### src/assert_macros.svh
// Assertion macros shared by the RTL files.
// Included by the modules that carry concurrent checks; depends on nothing.
`ifndef ASSERT_MACROS_SVH
`define ASSERT_MACROS_SVH
`ifndef SYNTHESIS
// Check a property on every clock edge outside reset.
`define ASSERT_CLK(lbl, clk, rst, prop, msg) \
   lbl: assert property (@(posedge clk) disable iff (rst) prop) else $error(msg);
// Check a property on every clock edge, reset included.
`define ASSERT_ALWAYS(lbl, clk, prop, msg) \
   lbl: assert property (@(posedge clk) prop) else $error(msg);
`else
`define ASSERT_CLK(lbl, clk, rst, prop, msg)
`define ASSERT_ALWAYS(lbl, clk, prop, msg)
`endif
`endif

### src/asps_pkg.sv
// Shared types, constants and helpers of the arrive steering block.
// Used by asps_alu and arrive_steering_particle_step; no dependencies.
package asps_pkg;

   localparam int FRAC_BITS_DEF = 16;
   localparam int DAMP_SHIFT    = 16;

   typedef enum logic [1:0] {
      ALU_MUL,
      ALU_DIV,
      ALU_SQRT
   } alu_op_type;

   typedef struct packed {
      logic       start;
      alu_op_type op;
   } alu_req_type;

   typedef struct packed {
      logic        done;
      logic [63:0] result;
   } alu_rsp_type;

   typedef enum logic [4:0] {
      S_IDLE,
      S_DIFF,
      S_LSQA,
      S_LSQB,
      S_LROOT,
      S_SPDM,
      S_SPDD,
      S_DESXM,
      S_DESXD,
      S_DESYM,
      S_DESYD,
      S_STEER,
      S_LIMXM,
      S_LIMXD,
      S_LIMYM,
      S_LIMYD,
      S_DAMPXM,
      S_DAMPYM,
      S_MOVE,
      S_OUT
   } state_type;

   typedef enum logic [2:0] {
      REG_DAMPING,
      REG_MAX_SPEED,
      REG_MAX_FORCE,
      REG_SLOW_RADIUS,
      REG_ARENA_WIDTH,
      REG_ARENA_HEIGHT,
      REG_BODY_RADIUS,
      REG_NONE
   } reg_index_type;

   // Clamp an elaboration-time value to 31 bits.
   function automatic logic [30:0] sat31(input longint v);
      logic [30:0] r;
      if (v > longint'(31'h7FFF_FFFF)) r = 31'h7FFF_FFFF;
      else r = v[30:0];
      return r;
   endfunction

   // Magnitude of a 35-bit signed value.
   function automatic logic [34:0] mag35(input logic signed [34:0] v);
      logic [34:0] r;
      r = v[34] ? 35'(-v) : 35'(v);
      return r;
   endfunction

   // Saturate a 35-bit signed value to the 32-bit signed range.
   function automatic logic signed [31:0] sat32(input logic signed [34:0] v);
      logic signed [31:0] r;
      if (v > 35'sh0_7FFF_FFFF) r = 32'sh7FFF_FFFF;
      else if (v < -35'sh0_8000_0000) r = 32'sh8000_0000;
      else r = v[31:0];
      return r;
   endfunction

   // Sign-extend a 32-bit value to 35 bits.
   function automatic logic signed [34:0] sx35(input logic signed [31:0] v);
      logic signed [34:0] r;
      r = {{3{v[31]}}, v};
      return r;
   endfunction

endpackage

### src/asps_alu.sv
// Shared serial arithmetic unit: shift-add multiply, restoring divide, square root.
// One bit of the operand (one root digit) per cycle. Depends on asps_pkg.
`include "assert_macros.svh"

module asps_alu (
   input  logic                  clock,
   input  logic                  reset,
   input  asps_pkg::alu_req_type req,
   input  logic [63:0]           opa,
   input  logic [63:0]           opb,
   output asps_pkg::alu_rsp_type rsp
);

   logic                 active_ff, active_in;
   logic                 done_ff, done_in;
   asps_pkg::alu_op_type op_ff, op_in;
   logic [6:0]           cnt_ff, cnt_in;
   logic [63:0]          x_ff, x_in, y_ff, y_in, z_ff, z_in;
   logic [63:0]          res_ff, res_in;
   logic [63:0]          rem_sh, root_t;
   logic                 last;

   // Advance one digit per cycle
   always_comb begin
      active_in = active_ff;
      done_in   = 1'b0;
      op_in     = op_ff;
      cnt_in    = cnt_ff;
      x_in      = x_ff;
      y_in      = y_ff;
      z_in      = z_ff;
      res_in    = res_ff;
      rem_sh    = {z_ff[62:0], x_ff[63]};
      root_t    = y_ff + z_ff;
      last      = 1'b0;
      if (req.start) begin
         active_in = 1'b1;
         op_in     = req.op;
         cnt_in    = '0;
         x_in      = opa;
         y_in      = (req.op == asps_pkg::ALU_MUL) ? {32'd0, opb[31:0]} :
                     (req.op == asps_pkg::ALU_DIV) ? opb : 64'd0;
         z_in      = (req.op == asps_pkg::ALU_SQRT) ? (64'd1 << 62) : 64'd0;
      end else if (active_ff) begin
         cnt_in = cnt_ff + 7'd1;
         case (op_ff)
            asps_pkg::ALU_MUL: begin
               z_in = y_ff[0] ? z_ff + x_ff : z_ff;
               x_in = {x_ff[62:0], 1'b0};
               y_in = {1'b0, y_ff[63:1]};
               last = (cnt_ff == 7'd31);
               res_in = z_in;
            end
            asps_pkg::ALU_DIV: begin
               if (rem_sh >= y_ff) begin
                  z_in = rem_sh - y_ff;
                  x_in = {x_ff[62:0], 1'b1};
               end else begin
                  z_in = rem_sh;
                  x_in = {x_ff[62:0], 1'b0};
               end
               last = (cnt_ff == 7'd63);
               res_in = x_in;
            end
            asps_pkg::ALU_SQRT: begin
               if (x_ff >= root_t) begin
                  x_in = x_ff - root_t;
                  y_in = {1'b0, y_ff[63:1]} + z_ff;
               end else begin
                  y_in = {1'b0, y_ff[63:1]};
               end
               z_in = {2'b00, z_ff[63:2]};
               last = (cnt_ff == 7'd31);
               res_in = y_in;
            end
            default: begin
               last = 1'b1;
            end
         endcase
         if (last) begin
            active_in = 1'b0;
            done_in   = 1'b1;
         end
      end
   end

   always_ff @(posedge clock) begin
      if (reset) begin
         active_ff <= 1'b0;
         done_ff   <= 1'b0;
      end else begin
         active_ff <= active_in;
         done_ff   <= done_in;
      end
      op_ff  <= op_in;
      cnt_ff <= cnt_in;
      x_ff   <= x_in;
      y_ff   <= y_in;
      z_ff   <= z_in;
      res_ff <= res_in;
   end

   assign rsp.done   = done_ff;
   assign rsp.result = res_ff;

   `ASSERT_CLK(a_no_restart, clock, reset, active_ff |-> !req.start, "start while busy")
   `ASSERT_CLK(a_start_runs, clock, reset, req.start |=> active_ff, "start did not run")
   `ASSERT_CLK(a_done_pulse, clock, reset, done_ff |=> !done_ff, "done longer than one cycle")

endmodule

### src/arrive_steering_particle_step.sv
// Arrive steering for one agent: position and velocity in signed fixed point.
// Top level; depends on asps_pkg and asps_alu.
//
// A load transaction sets position and velocity; its result passes through the
// S_OUT state into the output register.
// A tick transaction runs every multiply, divide and square root on one shared
// serial arithmetic unit. When the agent is at the target it skips the steps for
// the desired velocity; inside the slow-down radius it adds a multiply and a
// divide for the speed, and when the steering passes the force limit it adds two
// multiplies and two divides to scale it down. The block takes the next
// transaction in the cycle after the result moves out.
// One transaction is processed at a time; the result waits on rsp_ in an output
// register, so the next transaction can start while it waits to be taken.
`include "assert_macros.svh"

module arrive_steering_particle_step #(
   parameter int FRAC_BITS = asps_pkg::FRAC_BITS_DEF
) (
   input  logic               clock,
   input  logic               reset,
   input  logic               req_valid,
   output logic               req_ready,
   input  logic               req_mode,
   input  logic signed [31:0] req_target_x,
   input  logic signed [31:0] req_target_y,
   input  logic signed [31:0] req_init_pos_x,
   input  logic signed [31:0] req_init_pos_y,
   input  logic signed [31:0] req_init_vel_x,
   input  logic signed [31:0] req_init_vel_y,
   output logic               rsp_valid,
   input  logic               rsp_ready,
   output logic signed [31:0] rsp_pos_x,
   output logic signed [31:0] rsp_pos_y,
   output logic signed [31:0] rsp_vel_x,
   output logic signed [31:0] rsp_vel_y,
   input  logic               csr_we,
   input  logic [2:0]         csr_index,
   input  logic [30:0]        csr_data
);

   localparam longint ONE_FX = longint'(1) << FRAC_BITS;
   localparam logic [30:0] RST_MAX_SPEED = asps_pkg::sat31(2 * ONE_FX);
   localparam logic [30:0] RST_MAX_FORCE = asps_pkg::sat31((ONE_FX + 5) / 10);
   localparam logic [30:0] RST_SLOW_RAD  = asps_pkg::sat31(10 * ONE_FX);
   localparam logic [30:0] RST_ARENA_W   = asps_pkg::sat31(1024 * ONE_FX);
   localparam logic [30:0] RST_ARENA_H   = asps_pkg::sat31(768 * ONE_FX);
   localparam logic [30:0] RST_BODY      = asps_pkg::sat31(ONE_FX);
   localparam logic [16:0] RST_DAMPING   = 17'd62259;

   // Configuration registers
   logic [16:0] damping_ff;
   logic [30:0] max_speed_ff, max_force_ff, slow_radius_ff;
   logic [30:0] arena_w_ff, arena_h_ff, body_ff;

   always_ff @(posedge clock) begin
      if (reset) begin
         damping_ff     <= RST_DAMPING;
         max_speed_ff   <= RST_MAX_SPEED;
         max_force_ff   <= RST_MAX_FORCE;
         slow_radius_ff <= RST_SLOW_RAD;
         arena_w_ff     <= RST_ARENA_W;
         arena_h_ff     <= RST_ARENA_H;
         body_ff        <= RST_BODY;
      end else if (csr_we) begin
         case (asps_pkg::reg_index_type'(csr_index))
            asps_pkg::REG_DAMPING:      damping_ff     <= csr_data[16:0];
            asps_pkg::REG_MAX_SPEED:    max_speed_ff   <= csr_data;
            asps_pkg::REG_MAX_FORCE:    max_force_ff   <= csr_data;
            asps_pkg::REG_SLOW_RADIUS:  slow_radius_ff <= csr_data;
            asps_pkg::REG_ARENA_WIDTH:  arena_w_ff     <= csr_data;
            asps_pkg::REG_ARENA_HEIGHT: arena_h_ff     <= csr_data;
            asps_pkg::REG_BODY_RADIUS:  body_ff        <= csr_data;
            default: ;
         endcase
      end
   end

   asps_pkg::state_type state_ff, state_in;
   logic signed [31:0]  pos_x_ff, pos_x_in, pos_y_ff, pos_y_in;
   logic signed [31:0]  vel_x_ff, vel_x_in, vel_y_ff, vel_y_in;
   logic signed [31:0]  tgt_x_ff, tgt_x_in, tgt_y_ff, tgt_y_in;
   logic signed [31:0]  vx_ff, vx_in, vy_ff, vy_in;
   logic signed [34:0]  dx_ff, dx_in, dy_ff, dy_in;
   logic signed [34:0]  st_x_ff, st_x_in, st_y_ff, st_y_in;
   logic [63:0]         sum_ff, sum_in, prod_ff, prod_in;
   logic [34:0]         len_ff, len_in;
   logic [30:0]         speed_ff, speed_in;
   logic                phase_ff, phase_in;
   logic                wait_ff, wait_in;
   logic                out_valid_ff, out_valid_in;
   logic signed [31:0]  out_pos_x_ff, out_pos_x_in, out_pos_y_ff, out_pos_y_in;
   logic signed [31:0]  out_vel_x_ff, out_vel_x_in, out_vel_y_ff, out_vel_y_in;

   asps_pkg::alu_req_type alu_req;
   asps_pkg::alu_rsp_type alu_rsp;
   logic [63:0]           alu_a, alu_b;

   logic [34:0]        mag_a, mag_b, len_root;
   logic [31:0]        sh_a, sh_b;
   logic               len_shift;
   logic signed [34:0] w_x, w_y, q_sig, damp_q;
   logic               is_op;

   asps_alu u_alu (
      .clock (clock),
      .reset (reset),
      .req   (alu_req),
      .opa   (alu_a),
      .opb   (alu_b),
      .rsp   (alu_rsp)
   );

   // Vector length operands: halve both when either reaches 2^31
   always_comb begin
      mag_a     = asps_pkg::mag35(phase_ff ? st_x_ff : dx_ff);
      mag_b     = asps_pkg::mag35(phase_ff ? st_y_ff : dy_ff);
      len_shift = (mag_a[34:31] != 4'd0) || (mag_b[34:31] != 4'd0);
      sh_a      = len_shift ? mag_a[32:1] : mag_a[31:0];
      sh_b      = len_shift ? mag_b[32:1] : mag_b[31:0];
      len_root  = len_shift ? {alu_rsp.result[33:0], 1'b0} : alu_rsp.result[34:0];
      w_x       = asps_pkg::sx35(vel_x_ff) + st_x_ff;
      w_y       = asps_pkg::sx35(vel_y_ff) + st_y_ff;
   end

   // Select unit operation and operands for the current step
   always_comb begin
      is_op = 1'b1;
      alu_req.op = asps_pkg::ALU_MUL;
      alu_a = 64'd0;
      alu_b = 64'd0;
      case (state_ff)
         asps_pkg::S_LSQA: begin
            alu_a = {32'd0, sh_a};
            alu_b = {32'd0, sh_a};
         end
         asps_pkg::S_LSQB: begin
            alu_a = {32'd0, sh_b};
            alu_b = {32'd0, sh_b};
         end
         asps_pkg::S_LROOT: begin
            alu_req.op = asps_pkg::ALU_SQRT;
            alu_a = sum_ff;
         end
         asps_pkg::S_SPDM: begin
            alu_a = {29'd0, len_ff};
            alu_b = {33'd0, max_speed_ff};
         end
         asps_pkg::S_SPDD: begin
            alu_req.op = asps_pkg::ALU_DIV;
            alu_a = prod_ff;
            alu_b = {33'd0, slow_radius_ff};
         end
         asps_pkg::S_DESXM: begin
            alu_a = {29'd0, asps_pkg::mag35(dx_ff)};
            alu_b = {33'd0, speed_ff};
         end
         asps_pkg::S_DESYM: begin
            alu_a = {29'd0, asps_pkg::mag35(dy_ff)};
            alu_b = {33'd0, speed_ff};
         end
         asps_pkg::S_LIMXM: begin
            alu_a = {29'd0, asps_pkg::mag35(st_x_ff)};
            alu_b = {33'd0, max_force_ff};
         end
         asps_pkg::S_LIMYM: begin
            alu_a = {29'd0, asps_pkg::mag35(st_y_ff)};
            alu_b = {33'd0, max_force_ff};
         end
         asps_pkg::S_DESXD, asps_pkg::S_DESYD, asps_pkg::S_LIMXD, asps_pkg::S_LIMYD: begin
            alu_req.op = asps_pkg::ALU_DIV;
            alu_a = prod_ff;
            alu_b = {29'd0, len_ff};
         end
         asps_pkg::S_DAMPXM: begin
            alu_a = {29'd0, asps_pkg::mag35(w_x)};
            alu_b = {47'd0, damping_ff};
         end
         asps_pkg::S_DAMPYM: begin
            alu_a = {29'd0, asps_pkg::mag35(w_y)};
            alu_b = {47'd0, damping_ff};
         end
         default: is_op = 1'b0;
      endcase
      alu_req.start = is_op && !wait_ff;
   end

   // Next state and datapath updates
   always_comb begin
      logic signed [34:0] np_x, np_y, lo, hi_x, hi_y;
      logic               out_x, out_y;
      state_in = state_ff;
      pos_x_in = pos_x_ff;
      pos_y_in = pos_y_ff;
      vel_x_in = vel_x_ff;
      vel_y_in = vel_y_ff;
      tgt_x_in = tgt_x_ff;
      tgt_y_in = tgt_y_ff;
      vx_in    = vx_ff;
      vy_in    = vy_ff;
      dx_in    = dx_ff;
      dy_in    = dy_ff;
      st_x_in  = st_x_ff;
      st_y_in  = st_y_ff;
      sum_in   = sum_ff;
      prod_in  = prod_ff;
      len_in   = len_ff;
      speed_in = speed_ff;
      phase_in = phase_ff;
      wait_in  = wait_ff;
      out_valid_in = out_valid_ff && !rsp_ready;
      out_pos_x_in = out_pos_x_ff;
      out_pos_y_in = out_pos_y_ff;
      out_vel_x_in = out_vel_x_ff;
      out_vel_y_in = out_vel_y_ff;
      q_sig    = 35'(alu_rsp.result[34:0]);
      damp_q   = 35'(alu_rsp.result[34 + asps_pkg::DAMP_SHIFT:asps_pkg::DAMP_SHIFT]);
      lo       = {4'd0, body_ff};
      hi_x     = {4'd0, arena_w_ff} - {4'd0, body_ff};
      hi_y     = {4'd0, arena_h_ff} - {4'd0, body_ff};
      np_x     = asps_pkg::sx35(asps_pkg::sat32(asps_pkg::sx35(pos_x_ff) +
                                                 asps_pkg::sx35(vx_ff)));
      np_y     = asps_pkg::sx35(asps_pkg::sat32(asps_pkg::sx35(pos_y_ff) +
                                                 asps_pkg::sx35(vy_ff)));
      out_x    = (np_x < lo) || (np_x > hi_x);
      out_y    = (np_y < lo) || (np_y > hi_y);

      if (alu_req.start) wait_in = 1'b1;
      if (alu_rsp.done) wait_in = 1'b0;

      case (state_ff)
         asps_pkg::S_IDLE: begin
            if (req_valid) begin
               if (req_mode) begin
                  pos_x_in = req_init_pos_x;
                  pos_y_in = req_init_pos_y;
                  vel_x_in = req_init_vel_x;
                  vel_y_in = req_init_vel_y;
                  state_in = asps_pkg::S_OUT;
               end else begin
                  tgt_x_in = req_target_x;
                  tgt_y_in = req_target_y;
                  state_in = asps_pkg::S_DIFF;
               end
            end
         end
         asps_pkg::S_DIFF: begin
            dx_in    = asps_pkg::sx35(tgt_x_ff) - asps_pkg::sx35(pos_x_ff);
            dy_in    = asps_pkg::sx35(tgt_y_ff) - asps_pkg::sx35(pos_y_ff);
            phase_in = 1'b0;
            state_in = asps_pkg::S_LSQA;
         end
         asps_pkg::S_LSQA: if (alu_rsp.done) begin
            sum_in   = alu_rsp.result;
            state_in = asps_pkg::S_LSQB;
         end
         asps_pkg::S_LSQB: if (alu_rsp.done) begin
            sum_in   = sum_ff + alu_rsp.result;
            state_in = asps_pkg::S_LROOT;
         end
         asps_pkg::S_LROOT: if (alu_rsp.done) begin
            len_in = len_root;
            if (!phase_ff) begin
               if (len_root == 35'd0) begin
                  st_x_in  = '0;
                  st_y_in  = '0;
                  state_in = asps_pkg::S_STEER;
               end else if (len_root < {4'd0, slow_radius_ff}) begin
                  state_in = asps_pkg::S_SPDM;
               end else begin
                  speed_in = max_speed_ff;
                  state_in = asps_pkg::S_DESXM;
               end
            end else if (len_root > {4'd0, max_force_ff}) begin
               state_in = asps_pkg::S_LIMXM;
            end else begin
               state_in = asps_pkg::S_DAMPXM;
            end
         end
         asps_pkg::S_SPDM: if (alu_rsp.done) begin
            prod_in  = alu_rsp.result;
            state_in = asps_pkg::S_SPDD;
         end
         asps_pkg::S_SPDD: if (alu_rsp.done) begin
            speed_in = alu_rsp.result[30:0];
            state_in = asps_pkg::S_DESXM;
         end
         asps_pkg::S_DESXM: if (alu_rsp.done) begin
            prod_in  = alu_rsp.result;
            state_in = asps_pkg::S_DESXD;
         end
         asps_pkg::S_DESXD: if (alu_rsp.done) begin
            st_x_in  = dx_ff[34] ? -q_sig : q_sig;
            state_in = asps_pkg::S_DESYM;
         end
         asps_pkg::S_DESYM: if (alu_rsp.done) begin
            prod_in  = alu_rsp.result;
            state_in = asps_pkg::S_DESYD;
         end
         asps_pkg::S_DESYD: if (alu_rsp.done) begin
            st_y_in  = dy_ff[34] ? -q_sig : q_sig;
            state_in = asps_pkg::S_STEER;
         end
         asps_pkg::S_STEER: begin
            st_x_in  = st_x_ff - asps_pkg::sx35(vel_x_ff);
            st_y_in  = st_y_ff - asps_pkg::sx35(vel_y_ff);
            phase_in = 1'b1;
            state_in = asps_pkg::S_LSQA;
         end
         asps_pkg::S_LIMXM: if (alu_rsp.done) begin
            prod_in  = alu_rsp.result;
            state_in = asps_pkg::S_LIMXD;
         end
         asps_pkg::S_LIMXD: if (alu_rsp.done) begin
            st_x_in  = st_x_ff[34] ? -q_sig : q_sig;
            state_in = asps_pkg::S_LIMYM;
         end
         asps_pkg::S_LIMYM: if (alu_rsp.done) begin
            prod_in  = alu_rsp.result;
            state_in = asps_pkg::S_LIMYD;
         end
         asps_pkg::S_LIMYD: if (alu_rsp.done) begin
            st_y_in  = st_y_ff[34] ? -q_sig : q_sig;
            state_in = asps_pkg::S_DAMPXM;
         end
         asps_pkg::S_DAMPXM: if (alu_rsp.done) begin
            vx_in    = asps_pkg::sat32(w_x[34] ? -damp_q : damp_q);
            state_in = asps_pkg::S_DAMPYM;
         end
         asps_pkg::S_DAMPYM: if (alu_rsp.done) begin
            vy_in    = asps_pkg::sat32(w_y[34] ? -damp_q : damp_q);
            state_in = asps_pkg::S_MOVE;
         end
         // Step the position, or bounce off the arena band
         asps_pkg::S_MOVE: begin
            if (out_x) begin
               vel_x_in = asps_pkg::sat32(-asps_pkg::sx35(vx_ff));
            end else begin
               pos_x_in = np_x[31:0];
               vel_x_in = vx_ff;
            end
            if (out_y) begin
               vel_y_in = asps_pkg::sat32(-asps_pkg::sx35(vy_ff));
            end else begin
               pos_y_in = np_y[31:0];
               vel_y_in = vy_ff;
            end
            state_in = asps_pkg::S_OUT;
         end
         // Move the result to the output register once it is free
         asps_pkg::S_OUT: begin
            if (!out_valid_ff || rsp_ready) begin
               out_valid_in = 1'b1;
               out_pos_x_in = pos_x_ff;
               out_pos_y_in = pos_y_ff;
               out_vel_x_in = vel_x_ff;
               out_vel_y_in = vel_y_ff;
               state_in     = asps_pkg::S_IDLE;
            end
         end
         default: state_in = asps_pkg::S_IDLE;
      endcase
   end

   always_ff @(posedge clock) begin
      if (reset) begin
         state_ff     <= asps_pkg::S_IDLE;
         wait_ff      <= 1'b0;
         out_valid_ff <= 1'b0;
         pos_x_ff     <= 32'(RST_ARENA_W >> 1);
         pos_y_ff     <= 32'(RST_ARENA_H >> 1);
         vel_x_ff     <= '0;
         vel_y_ff     <= '0;
      end else begin
         state_ff     <= state_in;
         wait_ff      <= wait_in;
         out_valid_ff <= out_valid_in;
         pos_x_ff     <= pos_x_in;
         pos_y_ff     <= pos_y_in;
         vel_x_ff     <= vel_x_in;
         vel_y_ff     <= vel_y_in;
      end
      tgt_x_ff <= tgt_x_in;
      tgt_y_ff <= tgt_y_in;
      vx_ff    <= vx_in;
      vy_ff    <= vy_in;
      dx_ff    <= dx_in;
      dy_ff    <= dy_in;
      st_x_ff  <= st_x_in;
      st_y_ff  <= st_y_in;
      sum_ff   <= sum_in;
      prod_ff  <= prod_in;
      len_ff   <= len_in;
      speed_ff <= speed_in;
      phase_ff <= phase_in;
      out_pos_x_ff <= out_pos_x_in;
      out_pos_y_ff <= out_pos_y_in;
      out_vel_x_ff <= out_vel_x_in;
      out_vel_y_ff <= out_vel_y_in;
   end

   assign req_ready = (state_ff == asps_pkg::S_IDLE);
   assign rsp_valid = out_valid_ff;
   assign rsp_pos_x = out_pos_x_ff;
   assign rsp_pos_y = out_pos_y_ff;
   assign rsp_vel_x = out_vel_x_ff;
   assign rsp_vel_y = out_vel_y_ff;

   `ASSERT_CLK(a_done_expected, clock, reset, alu_rsp.done |-> wait_ff, "unexpected unit result")
   `ASSERT_CLK(a_start_waits, clock, reset, alu_req.start |=> wait_ff, "unit start not tracked")
   `ASSERT_CLK(a_accept_busy, clock, reset, (req_valid && req_ready) |=> !req_ready, "took two items")
   `ASSERT_CLK(a_rsp_hold, clock, reset, (rsp_valid && !rsp_ready) |=> rsp_valid, "result dropped")

endmodule
### config.mk
export PLATFORM = sky130hd
export DESIGN_NAME = arrive_steering_particle_step
export DESIGN_NICKNAME = d
export VERILOG_FILES = /design/src/asps_pkg.sv /design/src/asps_alu.sv /design/src/arrive_steering_particle_step.sv
export VERILOG_INCLUDE_DIRS = /design/src /design/src/src
export SDC_FILE = /design/constraint.sdc
export NUM_CORES = 2
export LEC_CHECK = 0
export BUFFER_PORTS_ARGS = -buffer_cell sky130_fd_sc_hd__buf_2
export CAP_MARGIN = 20
export CELL_PAD_IN_SITES_DETAIL_PLACEMENT = 1
export CELL_PAD_IN_SITES_GLOBAL_PLACEMENT = 2
export CORE_MARGIN = 8
export CORE_UTILIZATION = 32
export CTS_BUF_LIST = sky130_fd_sc_hd__clkbuf_4
export CTS_CLUSTER_DIAMETER = 30
export DETAILED_ROUTE_END_ITERATION = 10
export MAX_ROUTING_LAYER = met4
export PLACE_DENSITY_LB_ADDON = 0.1
export SETUP_SLACK_MARGIN = 0.2
export SLEW_MARGIN = 40
export SYNTH_ARGS = -nofsm -noshare
export SYNTH_HDL_FRONTEND = slang
export SYNTH_HIERARCHICAL = 1
export SYNTH_SLANG_ARGS = --single-unit
### constraint.sdc
create_clock -name clock -period 12.47 [get_ports clock]
set_input_delay 1.247 -clock clock [delete_from_list [all_inputs] [get_ports clock]]
set_output_delay 1.247 -clock clock [all_outputs]
set_load 0.05 [all_outputs]
### Word-level counts from Yosys, hierarchy flattened

Index checks and enable logic that the tools add are counted.

| storage, ports and cells | value |
|---|---|
| register bits | 1,196 |
| bits of input ports | 232 |
| word-level logic and storage cells | 327 |

| operators by class | value |
|---|---|
| add/subtract/negate cells | 29 |
| magnitude comparators | 20 |
| equality and inequality tests | 56 |
| muxes and demuxes | 118 |
| bitwise gates (word level) | 3 |
| reductions and logical operators | 62 |

Operator list:

| kind | number |
|---|---|
| 35-bit two-way mux | 25 |
| 64-bit two-way mux | 13 |
| 32-bit two-way mux | 24 |
| 64-bit case mux with 11 select lines | 1 |
| 64-bit case mux with 3 select lines | 3 |
| 35-bit negator | 10 |
| 35-bit case mux with 4 select lines | 2 |
| 35-bit case mux with 8 select lines | 1 |
| 32-bit case mux with 2 select lines | 4 |
| 64-bit case mux with 2 select lines | 2 |
| 64-bit adder | 3 |
| 31-bit two-way mux | 5 |
| 35-bit by 32-bit greater-than comparator with 1-bit output, second input constant | 4 |
| 35-bit by 32-bit < comparator with 1-bit output, second input constant | 4 |
| 64-bit greater-or-equal comparator | 2 |
| 64-bit subtractor | 2 |
| 5-bit two-way mux | 20 |
| 5-bit case mux with 19 select lines | 1 |
| 32-bit by 35-bit adder with 35-bit output | 2 |
| 32-bit negator with 35-bit output | 2 |
| 35-bit by 32-bit subtractor with 35-bit output | 2 |
| 32-bit by 32-bit adder with 33-bit output | 2 |
| 33-bit by 32-bit greater-than comparator with 1-bit output, second input constant | 2 |
| 33-bit by 32-bit < comparator with 1-bit output, second input constant | 2 |
| other kinds (51) | 150 |

### Longest topological paths before layout

| logic depth | value |
|---|---|
| depth after elaboration | 12 |
| mapped depth | 36 |
| gate-level depth less buffers | 30 |

### Modules after synthesis

Netlist, hierarchy kept.

Modules (own cells, without submodules):

| module | times used | cells each | area each (um2) | sequential area each (um2) |
|---|---|---|---|---|
| arrive_steering_particle_step | 1 | 8,674 | 73,843.3 | 24,393.4 |
| asps_alu | 1 | 4,165 | 32,732.6 | 7,927.6 |

### Least setup slack after synthesis

OpenSTA, ideal clock, no wires.

| timing path | value |
|---|---|
| path type | input-to-reg |
| start | in rsp_ready |
| end | reg out_pos_x_ff[0], in the netlist rsp_pos_x[0] (enable) |
| setup time | 0.772 ns |
| data arrival time | 9.934 ns |
| required time | 11.698 ns |
| setup slack | 1.764 ns |
| stages on the path | 2 |
| cell sequence | nor2b_1 > nor3_1 |

| on the way | value |
|---|---|
| longest elaborated chain between the ends | 2 |

Ends and longest elaborated chain:

| item | line | text |
|---|---|---|
| start, declared | arrive_steering_particle_step.sv:31 | `input logic rsp_ready,` |
| 1-bit logical OR | arrive_steering_particle_step.sv:351 | `if (!out_valid_ff \|\| rsp_ready) begin` |
| 2-bit AND reduction (no source line) | - |  |
| end signal, assigned | arrive_steering_particle_step.sv:395 | `out_pos_x_ff <= out_pos_x_in;` |
| end, declared | arrive_steering_particle_step.sv:91 | `logic signed [31:0] out_pos_x_ff, out_pos_x_in, out_pos_y_ff, out_pos_y_in;` |

No other way between the ends.
A chain may end at the register's enable or synchronous reset.

### Worst setup path after layout

| timing path | value |
|---|---|
| start | reg u_alu.y_ff[0] |
| end | reg u_alu.y_ff[53] (data pin) |

| on the way | value |
|---|---|
| longest elaborated chain between the ends | 6 |

Ends and longest elaborated chain:

| item | line | text |
|---|---|---|
| start, declared | asps_alu.sv:18 | `logic [63:0] x_ff, x_in, y_ff, y_in, z_ff, z_in;` |
| start signal, assigned | asps_alu.sv:98 | `y_ff <= y_in;` |
| 64-bit adder | asps_alu.sv:34 | `root_t = y_ff + z_ff;` |
| 64-bit greater-or-equal comparator | asps_alu.sv:66 | `if (x_ff >= root_t) begin` |
| 64-bit two-way mux | asps_alu.sv:66 |  |
| 64-bit case mux with 2 select lines | asps_alu.sv:46 | `case (op_ff)` |
| 64-bit two-way mux | asps_alu.sv:44 | `end else if (active_ff) begin` |
| 64-bit two-way mux | asps_alu.sv:36 | `if (req.start) begin` |
| named net u_alu.y_in[53] | asps_alu.sv:18 |  |

The timed path passes the listed nets, and every way through them passes these cells. The select of a mux whose other input is x is not followed.

==> flow_summary.json <==
{
  "outcome": "completed",
  "die_area_mm2": 0.352,
  "rsz0062_at_grt": "no",
  "final_common_cell": "nand2_1",
  "reg2reg_depth": 31,
  "synth_top_flop_cell": "edfxtp_1",
  "hold_viol_final": 0,
  "syn-instance-count": 12800,
  "ys_ff_latch": 1192,
  "critical-path-slowest-cell": "nand2_1",
  "cts-root-buf": "clkbuf_4",
  "r2r_end": "u_alu/y_ff[53]$_DFFE_PP_",
  "ys_seq_area_frac": 0.303,
  "min_path_type": "in2reg",
  "via_per_inst": 6.10,
  "worstSetupStartpointType": "flip-flop",
  "fin_setup_tns_ps": 0,
  "crit_path_start": "u_alu/y_ff[0]$_DFFE_PP_",
  "ant_nets": 0,
  "die_h_um": 593,
  "finClkSkew_ps": 237,
  "gp_congestion": 1.05,
  "crit_path_end_kind": "flip-flop",
  "grt.overflow.total": 0,
  "slew_headroom": 0.224,
  "grt_first_pass_wirelength_um": 859000,
  "route.detailed.drc": 0,
  "area_growth_pct": 13.9,
  "drtIter0Drc": 12500,
  "cts_tree": "yes",
  "portBuffers": 361,
  "synthMuxAreaShare": 0.0251,
  "mostFrequentLayoutCells": "nand2_1 (1415), a21oi_1 (1230), ha_1 (909)",
  "slew_viol_final": 0,
  "yosysTopAreaCellShare": 0.238,
  "worstSetupPathType": "reg2reg",
  "cts_sinks": 1192,
  "grt_usage": 0.349,
  "clock_path_buffers": 4,
  "core_area_mm2": 0.332,
  "fin_ws_ps": 2490,
  "dp_worst_setup_slack_ps": 2750,
  "antenna_found_initial": 72,
  "synth-compound-area-share": 0.263,
  "clk_pin_slew_ps": 70,
  "drv_cap": 0,
  "worstHoldEndpoint": "vel_x_ff[22]$_SDFFE_PP0P_",
  "path_max_fanout": 35,
  "numCtsBuffers": 421,
  "num_rows": 212,
  "hp-start": "req_init_vel_x[22]",
  "wire_per_inst_um": 34.3,
  "die_w_um": 593,
  "nNetsFinal": 14500,
  "synth_area_leaders": "edfxtp_1 (24%), ha_1 (11%), dfxtp_1 (6.5%)",
  "worst_pin_slew_ps": 1160,
  "cts_htree_levels": 5,
  "yosysWarnings": 6,
  "yosys.area.top_type": "edfxtp_1",
  "syn_avg_cell_area_um2": 8.30,
  "postCtsSetupRepairBufs": 0,
  "yosys.area_share.xor_xnor": 0.0763,
  "grt_start_max_net_pins": 161,
  "initial_core_util": 0.321,
  "rrSetupSlack_ps": 2490,
  "yosys.area_share.simple": 0.172,
  "drive_gt1_frac": 0.130,
  "netlist_area_mm2": 0.107,
  "ys_types": 134,
  "nFillCells": 39600,
  "synth_fa_ha_area_frac": 0.111,
  "synthArstFlopShare": 0,
  "multiInputGateArea_mm2": 0.0701,
  "num_vias": 111000,
  "synth_top_family_by_area": "compound AO/OA/AOI/OAI gates",
  "setup_violations": 0,
  "io_pins": 362,
  "period_share": 0.801,
  "dp_hpwl_um": 502000,
  "min_period_ps": 9980,
  "max_stage_delay_ps": 710,
  "clk_latency_ps": 1520,
  "seq_area_mm2": 0.0323,
  "whs_path_depth": 3,
  "max_freq_mhz": 100,
  "wirelength_um": 624000,
  "arrival_ps": 11040,
  "reg2reg_from": "u_alu/y_ff[0]$_DFFE_PP_",
  "synth_edf_count": 845,
  "cp_data_required_time_ps": 13530,
  "first_global_vias": 109000,
  "critPathMostFrequentCell": "a21oi_1",
  "first_pass_iters": 7
}
[synthesized netlist by cell type, types with 91 or more instances]
master / number
nand2_1: 1429
a21oi_1: 1243
o21ai_0: 911
ha_1: 910
nor2_1: 904
edfxtp_1: 845
inv_1: 621
clkbuf_1: 578
xnor2_1: 558
a21o_1: 374
xor2_1: 370
dfxtp_1: 347
nor3_1: 270
nand3_1: 204
nand2b_1: 169
mux2i_1: 161
a31oi_1: 160
nand4_1: 149
a22oi_1: 137
or3_1: 123
o211ai_1: 121
o31ai_1: 119
nor2b_1: 118
o21bai_1: 113
a221oi_1: 106
o21a_1: 97
mux2_2: 94
o22ai_1: 93
and3_1: 91
[routing by layer]
layer,up-vias,track usage,wire length (um)
li1,49000,-,-
met1,56400,0.503,296000
met2,4637,0.487,252000
met4,0,0.108,22400
met3,780,0.0692,53300
met5,-,-,0
[worst max path at each step]
stage	to	slack, ps
after floorplan	rsp_pos_x[0]$_DFFE_PP_	1760
after global placement	pos_x_ff[0]$_SDFFE_PP0P_	2270
after detailed placement	u_alu/y_ff[36]$_DFFE_PP_	2750
after CTS	u_alu/y_ff[53]$_DFFE_PP_	2640
after global routing	u_alu/y_ff[46]$_DFFE_PP_	1980
final	u_alu/y_ff[53]$_DFFE_PP_	2490
[repair_timing]
| item | 4_1_cts | 5_1_grt |
|---|---|---|
| hold buffers | 117 | 0 |
| resized for setup | 0 | 0 |
| hold endpoints to repair | 143 | 0 |
[worst max-delay path, delay by kind of cell, from the launching register on]
family                   cells  cell delay, ps
AO/OA/AOI/OAI               18            4670
AND/OR/NAND/NOR              4            2200
buffers and inverters        5            1340
adder cells (fa/ha/maj)      3             890
flip-flops                   1             320
XOR/XNOR                     1             130
[sequential cells by signal, indices dropped and copies added, names as in the netlist, 32 cells and up]
name and count:
rsp_vel_x 32, sum_ff 64, prod_ff 64, u_alu/y_ff 64, u_alu/res_ff 64, rsp_pos_x 32
rsp_pos_y 32, dx_ff 33, u_alu/z_ff 64, pos_y_ff 32, vel_x_ff 32, vy_ff 32
st_x_ff 35, u_alu/x_ff 64, vx_ff 32, dy_ff 33, pos_x_ff 32, rsp_vel_y 32
tgt_y_ff 32, len_ff 35, st_y_ff 35, tgt_x_ff 32, vel_y_ff 32
[stage by stage]
step / util / hold slack [ps] / cell area (um2) / cells
finish: 0.365 / 145 / 121000 / 18200
global route: 0.365 / 57.6 / 121000 / 18100
CTS: 0.364 / 0.0601 / 121000 / 18100
detailed placement: 0.345 / 447 / 115000 / 17200
global placement: 0.342 / 442 / 114000 / 17200
floorplan: - / 427 / 107000 / 12900
[cell type report]
type,instances,share of cell area
diodes,41,0.000845
well taps,4387,0.0452
flip-flops and latches,1192,0.266
repair buffers,806,0.0468
multi-input cells,10300,0.577
clock buffers,574,0.0355
inverters,629,0.0194
clock inverters,203,0.00873
[logic make-up after synthesis]
logic type	Yosys count
AO/OA/AOI/OAI	4291
AND/OR/NAND/NOR	3883
buffers and inverters	1348
flip-flops	1192
adder cells (fa/ha/maj)	941
XOR/XNOR	928
multiplexers	255
other	1
Power is not shown: default switching activity piles up to over one toggle a cycle in this logic, so the estimate is an artifact.
